===== config.mk =====
export PLATFORM = sky130hd
export DESIGN_NAME = fibonacci_lattice_points
export DESIGN_NICKNAME = d
export VERILOG_FILES = /design/src/rtl/flp_pkg.sv /design/src/rtl/flp_div.sv /design/src/rtl/flp_dpath.sv /design/src/rtl/flp_ctrl.sv /design/src/rtl/fibonacci_lattice_points.sv
export SDC_FILE = /design/constraint.sdc
export NUM_CORES = 1
export LEC_CHECK = 0
export BUFFER_PORTS_ARGS = -buffer_cell sky130_fd_sc_hd__buf_4
export CAP_MARGIN = 20
export CORE_ASPECT_RATIO = 1.1
export CORE_MARGIN = 2
export CORE_UTILIZATION = 62
export DETAILED_ROUTE_END_ITERATION = 8
export PLACE_DENSITY = 0.82
export SLEW_MARGIN = 25
export SYNTH_ARGS = -nofsm -noshare
export SYNTH_HDL_FRONTEND = slang
export SYNTH_SLANG_ARGS = --single-unit

===== constraint.sdc =====
create_clock -name clk_i -period 9.65 [get_ports clk_i]
set_input_delay 1.93 -clock clk_i [delete_from_list [all_inputs] [get_ports clk_i]]
set_output_delay 1.93 -clock clk_i [all_outputs]
set_load 0.02 [all_outputs]

===== src/rtl/flp_pkg.sv =====
// shared types and constants for the fibonacci lattice point generator
`timescale 1ns / 1ps

package flp_pkg;

  localparam int unsigned IdxW    = 6;
  localparam int unsigned WordW   = 32;
  localparam logic [IdxW-1:0] IdxMin = 6'd3;
  localparam logic [IdxW-1:0] IdxMax = 6'd47;
  localparam logic [WordW-1:0] FibSeed = 32'd1;

  typedef enum logic [2:0] {
    ST_IDLE,
    ST_FIB,
    ST_XGO,
    ST_XWAIT,
    ST_YGO,
    ST_YWAIT,
    ST_OUT
  } flp_state_e;

  typedef struct packed {
    logic fib_load;
    logic fib_step;
    logic seq_init;
    logic div_start;
    logic div_sel_y;
    logic x_store;
    logic y_store;
    logic out_load;
  } flp_cmd_t;

  typedef struct packed {
    logic need_fib;
    logic fib_done;
    logic div_done;
    logic out_free;
  } flp_sts_t;

endpackage


===== src/rtl/flp_div.sv =====
// restoring radix-2 divider for fractions num/den with num below den
`timescale 1ns / 1ps

module flp_div import flp_pkg::*; #(
  parameter int unsigned FracBits = 32
) (
  input  logic                clk_i,
  input  logic                rst_ni,
  input  logic                start_i,
  input  logic [WordW-1:0]    num_i,
  input  logic [WordW-1:0]    den_i,
  output logic                done_o,
  output logic [FracBits-1:0] quo_o
);

  localparam int unsigned CntW = $clog2(FracBits + 1);

  logic [WordW-1:0]    rem_q, rem_d;
  logic [WordW-1:0]    den_q, den_d;
  logic [FracBits-1:0] quo_q, quo_d;
  logic [CntW-1:0]     cnt_q, cnt_d;
  logic                busy_q, busy_d;
  logic                done_q, done_d;
  logic [WordW:0]      shifted;
  logic [WordW:0]      diff;
  logic                fits;

  assign shifted = {rem_q, 1'b0};
  assign diff    = shifted - {1'b0, den_q};
  assign fits    = shifted >= {1'b0, den_q};

  always_comb begin
    rem_d  = rem_q;
    den_d  = den_q;
    quo_d  = quo_q;
    cnt_d  = cnt_q;
    busy_d = busy_q;
    done_d = 1'b0;
    if (start_i) begin
      rem_d  = num_i;
      den_d  = den_i;
      quo_d  = '0;
      cnt_d  = CntW'(FracBits);
      busy_d = 1'b1;
    end else if (busy_q) begin
      rem_d = fits ? diff[WordW-1:0] : shifted[WordW-1:0];
      quo_d = {quo_q[FracBits-2:0], fits};
      cnt_d = cnt_q - 1'b1;
      if (cnt_q == CntW'(1)) begin
        busy_d = 1'b0;
        done_d = 1'b1;
      end
    end
  end

  always_ff @(posedge clk_i or negedge rst_ni) begin
    if (!rst_ni) begin
      busy_q <= 1'b0;
      done_q <= 1'b0;
      cnt_q  <= '0;
    end else begin
      busy_q <= busy_d;
      done_q <= done_d;
      cnt_q  <= cnt_d;
    end
  end

  always_ff @(posedge clk_i) begin
    rem_q <= rem_d;
    den_q <= den_d;
    quo_q <= quo_d;
  end

  assign done_o = done_q;
  assign quo_o  = quo_q;

  a_no_restart_busy: assert property (@(posedge clk_i) disable iff (!rst_ni)
    start_i |-> !busy_q) else $error("divider started while busy");
  a_rem_below_den: assert property (@(posedge clk_i) disable iff (!rst_ni)
    busy_q |-> rem_q < den_q) else $error("divider remainder out of range");
  a_done_ends_busy: assert property (@(posedge clk_i) disable iff (!rst_ni)
    done_q |-> $past(busy_q) && !busy_q) else $error("divider done without run");

endmodule


===== src/rtl/flp_dpath.sv =====
// datapath: index register, fibonacci recurrence, point state, divider, output register
`timescale 1ns / 1ps

module flp_dpath import flp_pkg::*; #(
  parameter int unsigned FracBits = 32
) (
  input  logic                clk_i,
  input  logic                rst_ni,
  input  logic                cfg_we_i,
  input  logic [IdxW-1:0]     cfg_wdata_i,
  input  logic                restart_i,
  input  flp_cmd_t            cmd_i,
  output flp_sts_t            sts_o,
  input  logic                out_ready_i,
  output logic                out_valid_o,
  output logic [5*WordW-1:0]  out_data_o,
  output logic                out_last_o
);

  logic [IdxW-1:0]  idx_q;
  logic [IdxW-1:0]  idx_clamped;
  logic [IdxW-1:0]  cnt_q;
  logic [WordW-1:0] fa_q, fb_q, fc_q;
  logic [WordW-1:0] k_q, res_q;
  logic             ready_q;
  logic [WordW-1:0] x_q, y_q;
  logic             out_valid_q;
  logic [5*WordW-1:0] out_data_q;
  logic             out_last_q;
  logic             is_last;
  logic [WordW:0]   res_sum;
  logic [WordW-1:0] res_next;
  logic             div_done;
  logic [FracBits-1:0] quo;

  always_comb begin
    idx_clamped = idx_q;
    if (idx_q < IdxMin) idx_clamped = IdxMin;
    if (idx_q > IdxMax) idx_clamped = IdxMax;
  end

  assign is_last  = (k_q == fc_q - 1'b1);
  assign res_sum  = {1'b0, res_q} + {1'b0, fa_q};
  assign res_next = (res_sum >= {1'b0, fc_q}) ? WordW'(res_sum - {1'b0, fc_q})
                                              : res_sum[WordW-1:0];

  always_ff @(posedge clk_i or negedge rst_ni) begin
    if (!rst_ni) begin
      idx_q <= IdxMin;
    end else if (cfg_we_i) begin
      idx_q <= cfg_wdata_i;
    end
  end

  always_ff @(posedge clk_i or negedge rst_ni) begin
    if (!rst_ni) begin
      cnt_q   <= '0;
      fa_q    <= '0;
      fb_q    <= '0;
      fc_q    <= '0;
      k_q     <= '0;
      res_q   <= '0;
      ready_q <= 1'b0;
    end else begin
      if (cmd_i.fib_load) begin
        fa_q  <= FibSeed;
        fb_q  <= FibSeed;
        fc_q  <= FibSeed + FibSeed;
        cnt_q <= idx_clamped - IdxMin;
      end else if (cmd_i.fib_step) begin
        fa_q  <= fb_q;
        fb_q  <= fc_q;
        fc_q  <= fb_q + fc_q;
        cnt_q <= cnt_q - 1'b1;
      end
      if (cmd_i.seq_init) begin
        k_q     <= '0;
        res_q   <= '0;
        ready_q <= 1'b1;
      end else if (cmd_i.out_load) begin
        k_q   <= is_last ? '0 : k_q + 1'b1;
        res_q <= is_last ? '0 : res_next;
      end else if (cmd_i.fib_load) begin
        ready_q <= 1'b0;
      end
    end
  end

  flp_div #(
    .FracBits (FracBits)
  ) u_div (
    .clk_i   (clk_i),
    .rst_ni  (rst_ni),
    .start_i (cmd_i.div_start),
    .num_i   (cmd_i.div_sel_y ? res_q : k_q),
    .den_i   (fc_q),
    .done_o  (div_done),
    .quo_o   (quo)
  );

  always_ff @(posedge clk_i) begin
    if (cmd_i.x_store) x_q <= WordW'(quo);
    if (cmd_i.y_store) y_q <= WordW'(quo);
    if (cmd_i.out_load) begin
      out_data_q <= {fc_q, y_q, res_q, x_q, k_q};
      out_last_q <= is_last;
    end
  end

  always_ff @(posedge clk_i or negedge rst_ni) begin
    if (!rst_ni) begin
      out_valid_q <= 1'b0;
    end else if (cmd_i.out_load) begin
      out_valid_q <= 1'b1;
    end else if (out_ready_i) begin
      out_valid_q <= 1'b0;
    end
  end

  assign sts_o.need_fib = restart_i | ~ready_q;
  assign sts_o.fib_done = (cnt_q == '0);
  assign sts_o.div_done = div_done;
  assign sts_o.out_free = ~out_valid_q | out_ready_i;

  assign out_valid_o = out_valid_q;
  assign out_data_o  = out_data_q;
  assign out_last_o  = out_last_q;

  a_k_in_range: assert property (@(posedge clk_i) disable iff (!rst_ni)
    ready_q |-> k_q < fc_q) else $error("point index beyond point count");
  a_res_in_range: assert property (@(posedge clk_i) disable iff (!rst_ni)
    ready_q |-> res_q < fc_q) else $error("y residue beyond point count");
  a_step_counted: assert property (@(posedge clk_i) disable iff (!rst_ni)
    cmd_i.fib_step |-> cnt_q != '0) else $error("recurrence stepped past index");
  a_load_free: assert property (@(posedge clk_i) disable iff (!rst_ni)
    cmd_i.out_load |-> sts_o.out_free) else $error("output register overwritten");

endmodule


===== src/rtl/flp_ctrl.sv =====
// controller state machine sequencing recurrence, divisions and output
`timescale 1ns / 1ps

module flp_ctrl import flp_pkg::*; (
  input  logic     clk_i,
  input  logic     rst_ni,
  input  logic     in_valid_i,
  output logic     in_ready_o,
  input  flp_sts_t sts_i,
  output flp_cmd_t cmd_o
);

  flp_state_e state_q, state_d;
  logic       accept;

  assign accept = in_valid_i && (state_q == ST_IDLE);

  always_comb begin
    state_d = state_q;
    case (state_q)
      ST_IDLE: begin
        if (accept) state_d = sts_i.need_fib ? ST_FIB : ST_XGO;
      end
      ST_FIB: begin
        if (sts_i.fib_done) state_d = ST_XGO;
      end
      ST_XGO:   state_d = ST_XWAIT;
      ST_XWAIT: begin
        if (sts_i.div_done) state_d = ST_YGO;
      end
      ST_YGO:   state_d = ST_YWAIT;
      ST_YWAIT: begin
        if (sts_i.div_done) state_d = ST_OUT;
      end
      ST_OUT: begin
        if (sts_i.out_free) state_d = ST_IDLE;
      end
      default:  state_d = ST_IDLE;
    endcase
  end

  always_comb begin
    cmd_o      = '0;
    in_ready_o = 1'b0;
    case (state_q)
      ST_IDLE: begin
        in_ready_o     = 1'b1;
        cmd_o.fib_load = accept && sts_i.need_fib;
      end
      ST_FIB: begin
        cmd_o.fib_step = ~sts_i.fib_done;
        cmd_o.seq_init = sts_i.fib_done;
      end
      ST_XGO:   cmd_o.div_start = 1'b1;
      ST_XWAIT: cmd_o.x_store = sts_i.div_done;
      ST_YGO: begin
        cmd_o.div_start = 1'b1;
        cmd_o.div_sel_y = 1'b1;
      end
      ST_YWAIT: cmd_o.y_store = sts_i.div_done;
      ST_OUT:   cmd_o.out_load = sts_i.out_free;
      default:  cmd_o = '0;
    endcase
  end

  always_ff @(posedge clk_i or negedge rst_ni) begin
    if (!rst_ni) begin
      state_q <= ST_IDLE;
    end else begin
      state_q <= state_d;
    end
  end

  a_ready_idle_only: assert property (@(posedge clk_i) disable iff (!rst_ni)
    in_ready_o |-> !cmd_o.div_start && !cmd_o.out_load) else $error("busy while ready");
  a_fib_then_init: assert property (@(posedge clk_i) disable iff (!rst_ni)
    cmd_o.seq_init |=> state_q == ST_XGO) else $error("init not followed by division");
  a_load_to_idle: assert property (@(posedge clk_i) disable iff (!rst_ni)
    cmd_o.out_load |=> state_q == ST_IDLE) else $error("output load left controller busy");

endmodule


===== src/rtl/fibonacci_lattice_points.sv =====
// top level of the fibonacci lattice point generator
// the fibonacci recurrence is rerun ahead of the divisions on a restart or on the first request
//   after reset
// the shared radix-2 divider forms x and then y one quotient bit a cycle, and a new request is
//   taken only after the current point is loaded; a pending result does not stall the divisions
// reset: asynchronous active low, lattice index returns to 3 and the next request restarts
`timescale 1ns / 1ps

module fibonacci_lattice_points import flp_pkg::*; #(
  parameter int unsigned COORD_FRAC_BITS = 32
) (
  input  logic               clk_i,
  input  logic               rst_ni,
  input  logic               cfg_we_i,
  input  logic [IdxW-1:0]    cfg_wdata_i,
  input  logic               s_axis_tvalid,
  output logic               s_axis_tready,
  input  logic [7:0]         s_axis_tdata,   // restart
  output logic               m_axis_tvalid,
  input  logic               m_axis_tready,
  output logic [5*WordW-1:0] m_axis_tdata,   // point_index, x_frac, y_numerator, y_frac, point_count
  output logic               m_axis_tlast
);

  flp_cmd_t cmd;
  flp_sts_t sts;

  flp_ctrl u_ctrl (
    .clk_i      (clk_i),
    .rst_ni     (rst_ni),
    .in_valid_i (s_axis_tvalid),
    .in_ready_o (s_axis_tready),
    .sts_i      (sts),
    .cmd_o      (cmd)
  );

  flp_dpath #(
    .FracBits (COORD_FRAC_BITS)
  ) u_dpath (
    .clk_i       (clk_i),
    .rst_ni      (rst_ni),
    .cfg_we_i    (cfg_we_i),
    .cfg_wdata_i (cfg_wdata_i),
    .restart_i   (s_axis_tdata[0]),
    .cmd_i       (cmd),
    .sts_o       (sts),
    .out_ready_i (m_axis_tready),
    .out_valid_o (m_axis_tvalid),
    .out_data_o  (m_axis_tdata),
    .out_last_o  (m_axis_tlast)
  );

endmodule


==> results of run 1 <==
## kinds of logic (layout without fill, tap and decap cells)
group           count (synthesis)  count (layout)
fa+ha+maj                     138             138
simple gates                  632             632
buf+inv                       210             394
flops                         506             506
xor+xnor                      148             148
mux                            85              85
compound gates                665             665
## cell type report
type	instances	area share [%]
clock buffers	60	4.51
multi-input cells	1668	38.4
well taps	560	2.36
clock inverters	29	1.49
repair buffers	192	4.88
inverters	113	1.45
flip-flops and latches	506	46.9
## how the worst max path moves through the flow
stage                      from                 to  slack (ns)  depth (start not counted)
2_1_floorplan     m_axis_tready  u_dpath.res_q[31]        2.90                          7
3_3_place_gp   u_dpath.res_q[5]  u_dpath.res_q[25]        3.41                         21
3_5_place_dp   u_dpath.res_q[5]  u_dpath.res_q[25]        3.35                         21
4_1_cts        u_dpath.res_q[5]  u_dpath.res_q[25]        3.33                         21
5_1_grt        u_dpath.res_q[5]   u_dpath.res_q[6]        3.01                         21
6_report       u_dpath.res_q[5]  u_dpath.res_q[25]        3.24                         21
## routing by layer
| layer | wire length (um) | vias up |
|---|---|---|
| met3 | 4060 | 145 |
| li1 | - | 9122 |
| met5 | 0 | - |
| met4 | 2480 | 0 |
| met2 | 30500 | 715 |
| met1 | 26800 | 9453 |
## worst max-delay path, cell delays in order (launching register included)
cell      delay (ns)
dfrtp_1         0.47
ha_1            0.40
a21o_1          0.21
or3_1           0.35
o21ba_2         0.24
or3_1           0.40
or2_2           0.35
a21o_1          0.18
a21oi_1         0.17
xnor2_1         0.18
ha_1            0.36
a211o_1         0.32
a211oi_1        0.27
o21bai_1        0.15
a311o_1         0.40
nor4_1          0.31
nor2_1          0.12
a2111o_1        0.48
and2_1          0.24
buf_4           0.27
o21ai_0         0.28
o21ai_0         0.11
## flip-flops by register name, summed over array words and instances (netlist names), 6 cells and up
name,cells
u_dpath.idx_q,6
u_dpath.u_div.den_q,32
u_dpath.fa_q,32
u_dpath.cnt_q,6
u_dpath.u_div.rem_q,32
u_dpath.k_q,32
u_dpath.u_div.cnt_q,6
u_dpath.fb_q,32
u_dpath.out_data_o,160
u_dpath.u_div.quo_o,32
u_dpath.y_q,32
u_dpath.fc_q,32
u_dpath.res_q,32
u_dpath.x_q,32
## report_power, final
| part | total (mW) | switching (mW) | internal (mW) |
|---|---|---|---|
| registers | 3.17 | 0.405 | 2.77 |
| logic | 5.79 | 3.36 | 2.43 |
| clock network | 2.10 | 0.833 | 1.26 |
| total | 11.1 | 4.60 | 6.46 |
## synth_stat cells, drive strengths merged (43+ instances only)
master / count / share of area [%]
edfxtp: 289 / 33
a21o: 88 / 2.5
nor2: 168 / 2.4
ha: 134 / 6.4
dfrtp: 183 / 18
o21ai: 151 / 2.9
a211oi: 43 / 1.2
a21oi: 146 / 2.8
nor3: 49 / 0.96
xor2: 66 / 2.2
inv: 113 / 1.6
clkbuf: 77 / 1.1
nand3: 50 / 0.96
nand2: 175 / 2.5
xnor2: 82 / 2.7
mux2i: 78 / 3.0
## per-stage QoR
step / worst slack [ns] / hold slack (ns) / util, % / cells / power (mW)
floorplan: 2.90 / 0.400 / - / 2384 / 7.58
global placement: 3.41 / 0.403 / 67.4 / 3039 / 8.69
detailed placement: 3.35 / 0.405 / 67.4 / 3039 / 8.88
CTS: 3.33 / 0.415 / 71.7 / 3128 / 11.0
global route: 3.01 / 0.423 / 71.7 / 3128 / 11.8
finish: 3.24 / 0.409 / 71.7 / 3128 / 11.1
## cells in the final DEF, fill, tap and decap left out, types with 26 or more instances in the layout
cell	Yosys	layout
edfxtp_1	289	289
buf_4	2	190
dfrtp_1	183	182
nand2_1	175	175
nor2_1	168	163
a21oi_1	146	146
o21ai_0	146	146
ha_1	134	134
inv_1	113	111
a21o_1	88	88
xnor2_1	82	82
mux2i_1	78	78
xor2_1	66	66
clkbuf_16	0	51
nand3_1	50	49
nor3_1	48	48
a211oi_1	43	43
a22o_1	38	38
dfxtp_1	32	32
o22ai_1	28	28
nor2b_1	26	26
==> out/summary.txt, run 1 <==
share of post-route cells with drive strength above 1 - 12.3%
Cell Area, Placed - 27,900 sq um
post-CTS setup repair buffer count - 0
clock slew at reported path FFs - 0.07 ns
Routed WL per cell - 20.4 um
Seq/Total Area, Yosys - 53.3%
R2R cell count - 21
Worst-Margin Slew - 0.918 ns
multiplexer area fraction after synthesis - 3.29%
maximum VDD drop - 0.000357 V
Post-CTS Resized - 0
total iterations of the first detailed-routing run - 5
WP data required - 10.08 ns
WHS Endpoint - u_dpath.out_data_o[55]
Finish-stage setup viols - 0
chip width - 200 um
vias in the first global route - 18,919
Initial Util - 63.0%
final WL - 63.8 mm
full die area - 43,800 sq um
Layout area overhead - 13.7%
grt ovf - 0
xor/xnor cell area share of the yosys netlist - 4.96%
total CTS buffers - 48
GRT Total Usage - 29.5%
Worst Hold Class - reg2reg
largest net degree at the start of global routing - 110
synth warn - 0
count of flip-flops with a built-in enable after synthesis - 289
Vias - 19,435
minimum clock period - 6.41 ns
pwr dens - 372 nW/um^2
global-route wire length before repair - 101 mm
Core ar. - 41,500 sq um
FILL cells - 2,855
HPWL after DPL - 45.5 mm
hold buffers post-CTS - 0
Static Leak - 13.1 nW
Worst setup EP type - register
htree depth - 2
IO Pins - 182
outcome - finished, final reports clean
Async S/R FF share, synth - 36.6%
unrepaired setup endpoints after global routing - false
Cells after Synth - 2,384
Reg-to-Reg End - u_dpath.res_q[25]
met1 Track Usage GR - 40.2%
top_reg_cell synth - edfxtp_1
Final #Nets - 2,686
gp weighted congestion - 0.914
Post-Synthesis Cell Area - 26,200 sq um
Fmax - 0.156 GHz
IO buf count - 174
synthesized net count - 2,541
hold path start - u_dpath.x_q[23]
routing usage on met2 - 48.3%
RR Startpoint - u_dpath.res_q[5]
MaxCap Viol Count - 0
crit-path max FO - 26
simple-gate portion of the synthesized area - 11.7%
initial DRC count - 1,783
via density per instance - 6.21
max-slew violation count - 0
antenna viol nets, final - 0
site row count - 78
CP Class - reg2reg
final clock skew - 0.0241 ns
global route hottest layer - met2
multi-input logic area - 11,400 sq um
area fraction in compound gates after synthesis - 16.8%
chip height - 219 um
main combinational cell family by area after synthesis - compound AO/OA/AOI/OAI gates
CTS tree - done
Synth Register Bits - 506
Post-route DRC - 0
Avg Cell Area, Syn - 11.0 sq um
Sequential Area - 14,000 sq um
reg-to-reg slack, setup - 3.24 ns
Data arrival, critical path - 6.84 ns
Worst slew margin - 38.7%
Period Utilization, post-route - 66.4%
CP startpoint kind - register
CTS Root Cell - clkbuf_16
clock buffer depth - 3
setup_tns - 0 ns
Fin. Hold Viols - 0
Clock Latency Late Sink - 0.58 ns
met3 GRT Util - 3.50%
Diodes inserted - 0
synth unique cells - 79
adder-cell share of the synthesized area - 6.72%
Sink Count - 506
post-route cell area - 29,700 sq um
Worst Hold Depth - 0
initial antenna violation count - 0
Power figures use the tool's default switching activity.
==> inputs of run 2 (changes only) <==
--- a/config.mk
+++ b/config.mk
@@ -5,13 +5,14 @@
 export SDC_FILE = /design/constraint.sdc
 export NUM_CORES = 1
 export LEC_CHECK = 0
+export ABC_AREA = 1
 export BUFFER_PORTS_ARGS = -buffer_cell sky130_fd_sc_hd__buf_4
 export CAP_MARGIN = 20
 export CORE_ASPECT_RATIO = 1.1
 export CORE_MARGIN = 2
 export CORE_UTILIZATION = 62
 export DETAILED_ROUTE_END_ITERATION = 8
-export PLACE_DENSITY = 0.82
+export PLACE_DENSITY = 0.81
 export SLEW_MARGIN = 25
 export SYNTH_ARGS = -nofsm -noshare
 export SYNTH_HDL_FRONTEND = slang
==> constraint.sdc (replaced) <==
create_clock -name clk_i -period 6.26 [get_ports clk_i]
set_input_delay 1.252 -clock clk_i [delete_from_list [all_inputs] [get_ports clk_i]]
set_output_delay 1.252 -clock clk_i [all_outputs]
set_load 0.02 [all_outputs]
==> out/summary.txt, run 2 <==
post-CTS setup repair buffer count - 0
Post-CTS Resized - 0
final WL - 93.2 mm
Final #Nets - 3,849
Worst Hold Class - reg2reg
hold buffers post-CTS - 0
Data arrival, critical path - 5.42 ns
commonest non-fill, non-tap cell in the layout - nand2_1
synth warn - 0
Flop pwr share - 52.5%
outcome - finished, final reports clean
Fin. Hold Viols - 0
CP startpoint - u_dpath.res_q[2]
Synth Register Bits - 506
Period Utilization, post-route - 78.6%
full die area - 48,800 sq um
Sw Share - 21.2%
Final Instance Count excl. Fillers - 4,335
Layout area overhead - 12.3%
gp weighted congestion - 1.01
CTS tree - done
dpl cells - 4,235
final clock skew - 0.0463 ns
hold path start - u_dpath.x_q[0]
chip width - 211 um
CP startpoint kind - register
FILL cells - 3,704
Synth area leaders - edfxtp_1, dfrtp_1, nand2_1
Static Leak - 15.4 nW
Worst setup EP type - register
MaxCap Viol Count - 0
antenna viol nets, final - 0
top_reg_cell synth - edfxtp_1
Post-Place Worst Slack - 1.35 ns
clock slew at reported path FFs - 0.07 ns
Avg Cell Area, Syn - 8.25 sq um
minimum clock period - 4.92 ns
Seq/Total Area, Yosys - 47.8%
Fmax - 0.203 GHz
max-slew violation count - 0
max reg flops - 160
post-layout util - 70.4%
P_int - 5.27 mW
commonest non-fill, non-tap cells in the layout - nand2_1, inv_1, nor2_1
initial antenna violation count - 2
Worst-Margin Slew - 1.13 ns
initial DRC count - 2,311
setup_tns - 0 ns
Worst slew margin - 24.9%
count of flip-flops with a built-in enable after synthesis - 289
total iterations of the first detailed-routing run - 6
crit-path max FO - 52
Routed WL per cell - 21.5 um
HPWL after DPL - 70.9 mm
Initial Util - 62.7%
CP Class - reg2reg
Vias - 25,420
Synth area leader - edfxtp_1
Reg-to-Reg End - u_dpath.res_q[20]
multi-input logic area - 13,000 sq um
htree depth - 2
RR Startpoint - u_dpath.res_q[2]
top cell type's share of synthesized area - 29.8%
most numerous cell in the Yosys netlist - nand2_1
WP data required - 6.76 ns
Worst Hold Depth - 0
CTS Root Cell - clkbuf_16
combinational fraction of design power - 1.6%
clock buffer depth - 3
largest net degree at the start of global routing - 169
Cells after Synth - 3,535
WHS Endpoint - u_dpath.out_data_o[32]
fin worst setup slack - 1.34 ns
Core ar. - 46,500 sq um
synthesized net count - 3,692
Finish-stage setup viols - 0
Clock Latency Late Sink - 0.62 ns
reg-to-reg slack, setup - 1.34 ns
Async S/R FF share, synth - 36.6%
GRT Total Usage - 38.4%
total CTS buffers - 50
site row count - 83
clock share of power - 45.9%
Commonest cells post-synth - nand2_1, inv_1, nor2_1
global-route wire length before repair - 141 mm
Sink Count - 506
sw power - 1.41 mW
R2R cell count - 26
chip height - 231 um
maximum VDD drop - 0.000231 V
Min Hold Slack - 0.403 ns
via density per instance - 5.86
grt ovf - 0
IO Pins - 182
Post-Synthesis Cell Area - 29,200 sq um
vias in the first global route - 24,772
pwr dens - 204 nW/um^2
IO buf count - 174
Sequential Area - 14,000 sq um
share of post-route cells with drive strength above 1 - 9.64%
Post-route DRC - 0
synth unique cells - 60
unrepaired setup endpoints after global routing - false
-- run 2: worst max-delay path by stage --
| stage | depth (start not counted) | slack [ns] | to |
|---|---|---|---|
| detailed placement | 28 | 1.35 | u_dpath.res_q[2] |
| global placement | 28 | 1.40 | u_dpath.res_q[2] |
| floorplan | 3 | 2.28 | u_dpath.out_data_o[0] |
| finish | 26 | 1.34 | u_dpath.res_q[20] |
| CTS | 28 | 1.33 | u_dpath.res_q[2] |
| global route | 26 | 0.82 | u_dpath.res_q[2] |
-- run 2: worst max-delay path, stage by stage (launching register included) --
cell	delay, ns
dfrtp_1	0.68
ha_1	0.38
a21oi_1	0.15
nand2_1	0.10
nand3_1	0.08
nand2_1	0.09
nand2_1	0.08
nand2_1	0.14
nand2_1	0.11
nand2_1	0.07
xnor2_1	0.23
inv_1	0.09
ha_1	0.41
nand2_1	0.12
nor2_1	0.32
nand2_1	0.16
nor2_1	0.12
nand2_1	0.15
nand3_1	0.15
nand2_1	0.12
nand2_1	0.11
buf_4	0.43
nand2_1	0.10
nand2_1	0.18
inv_1	0.07
nand3_2	0.07
nand2_1	0.06
-- run 2: cell families (layout without fill, tap and decap cells) --
family	after synthesis	after routing	share of synthesized area, %
muxes	3	3	0.116
xor gates and xnor gates	125	125	3.83
other	0	6	0
AOI/OAI and AO/OA	566	566	10.6
adders and majority gates	138	138	6.02
buffers and inverters	587	786	7.77
and+or+nand+nor	1610	1610	23.8
DFF	506	506	47.8
-- run 2: metrics by stage --
step / area, sq um / total power [mW]
floorplan: 29200 / 3.63
global placement: 31000 / 3.68
detailed placement: 31000 / 3.68
CTS: 32700 / 6.69
global route: 32700 / 6.84
finish: 32700 / 6.68
-- run 2: per-layer routing --
| layer | wire, um | GRT usage, % | vias up | part of all wire [%] |
|---|---|---|---|---|
| met5 | 15 | 0 | - | 0.016 |
| met3 | 6810 | 6.26 | 286 | 7.3 |
| met1 | 33800 | 43.8 | 11932 | 36 |
| met2 | 46500 | 68.2 | 1190 | 50 |
| met4 | 6070 | 22.2 | 2 | 6.5 |
| li1 | - | - | 12010 | - |
-- run 2: final cells by class --
cell class / instances / share of cell area (%)
clock buffers: 69 / 4.22
repair buffers: 191 / 4.47
inverters: 501 / 5.74
well taps: 595 / 2.27
clock inverters: 25 / 0.944
diodes: 6 / 0.0458
multi-input cells: 2442 / 39.7
flip-flops and latches: 506 / 42.6
-- run 2: power by group through the flow --
| stage | Sequential (mW) | Clock (mW) | Combinational, mW |
|---|---|---|---|
| 2_1_floorplan | 3.57 | 0 | 0.0567 |
| 3_3_place_gp | 3.57 | 0 | 0.106 |
| 3_5_place_dp | 3.57 | 0 | 0.107 |
| 4_1_cts | 3.51 | 3.08 | 0.108 |
| 5_1_grt | 3.50 | 3.22 | 0.123 |
| 6_report | 3.51 | 3.07 | 0.108 |
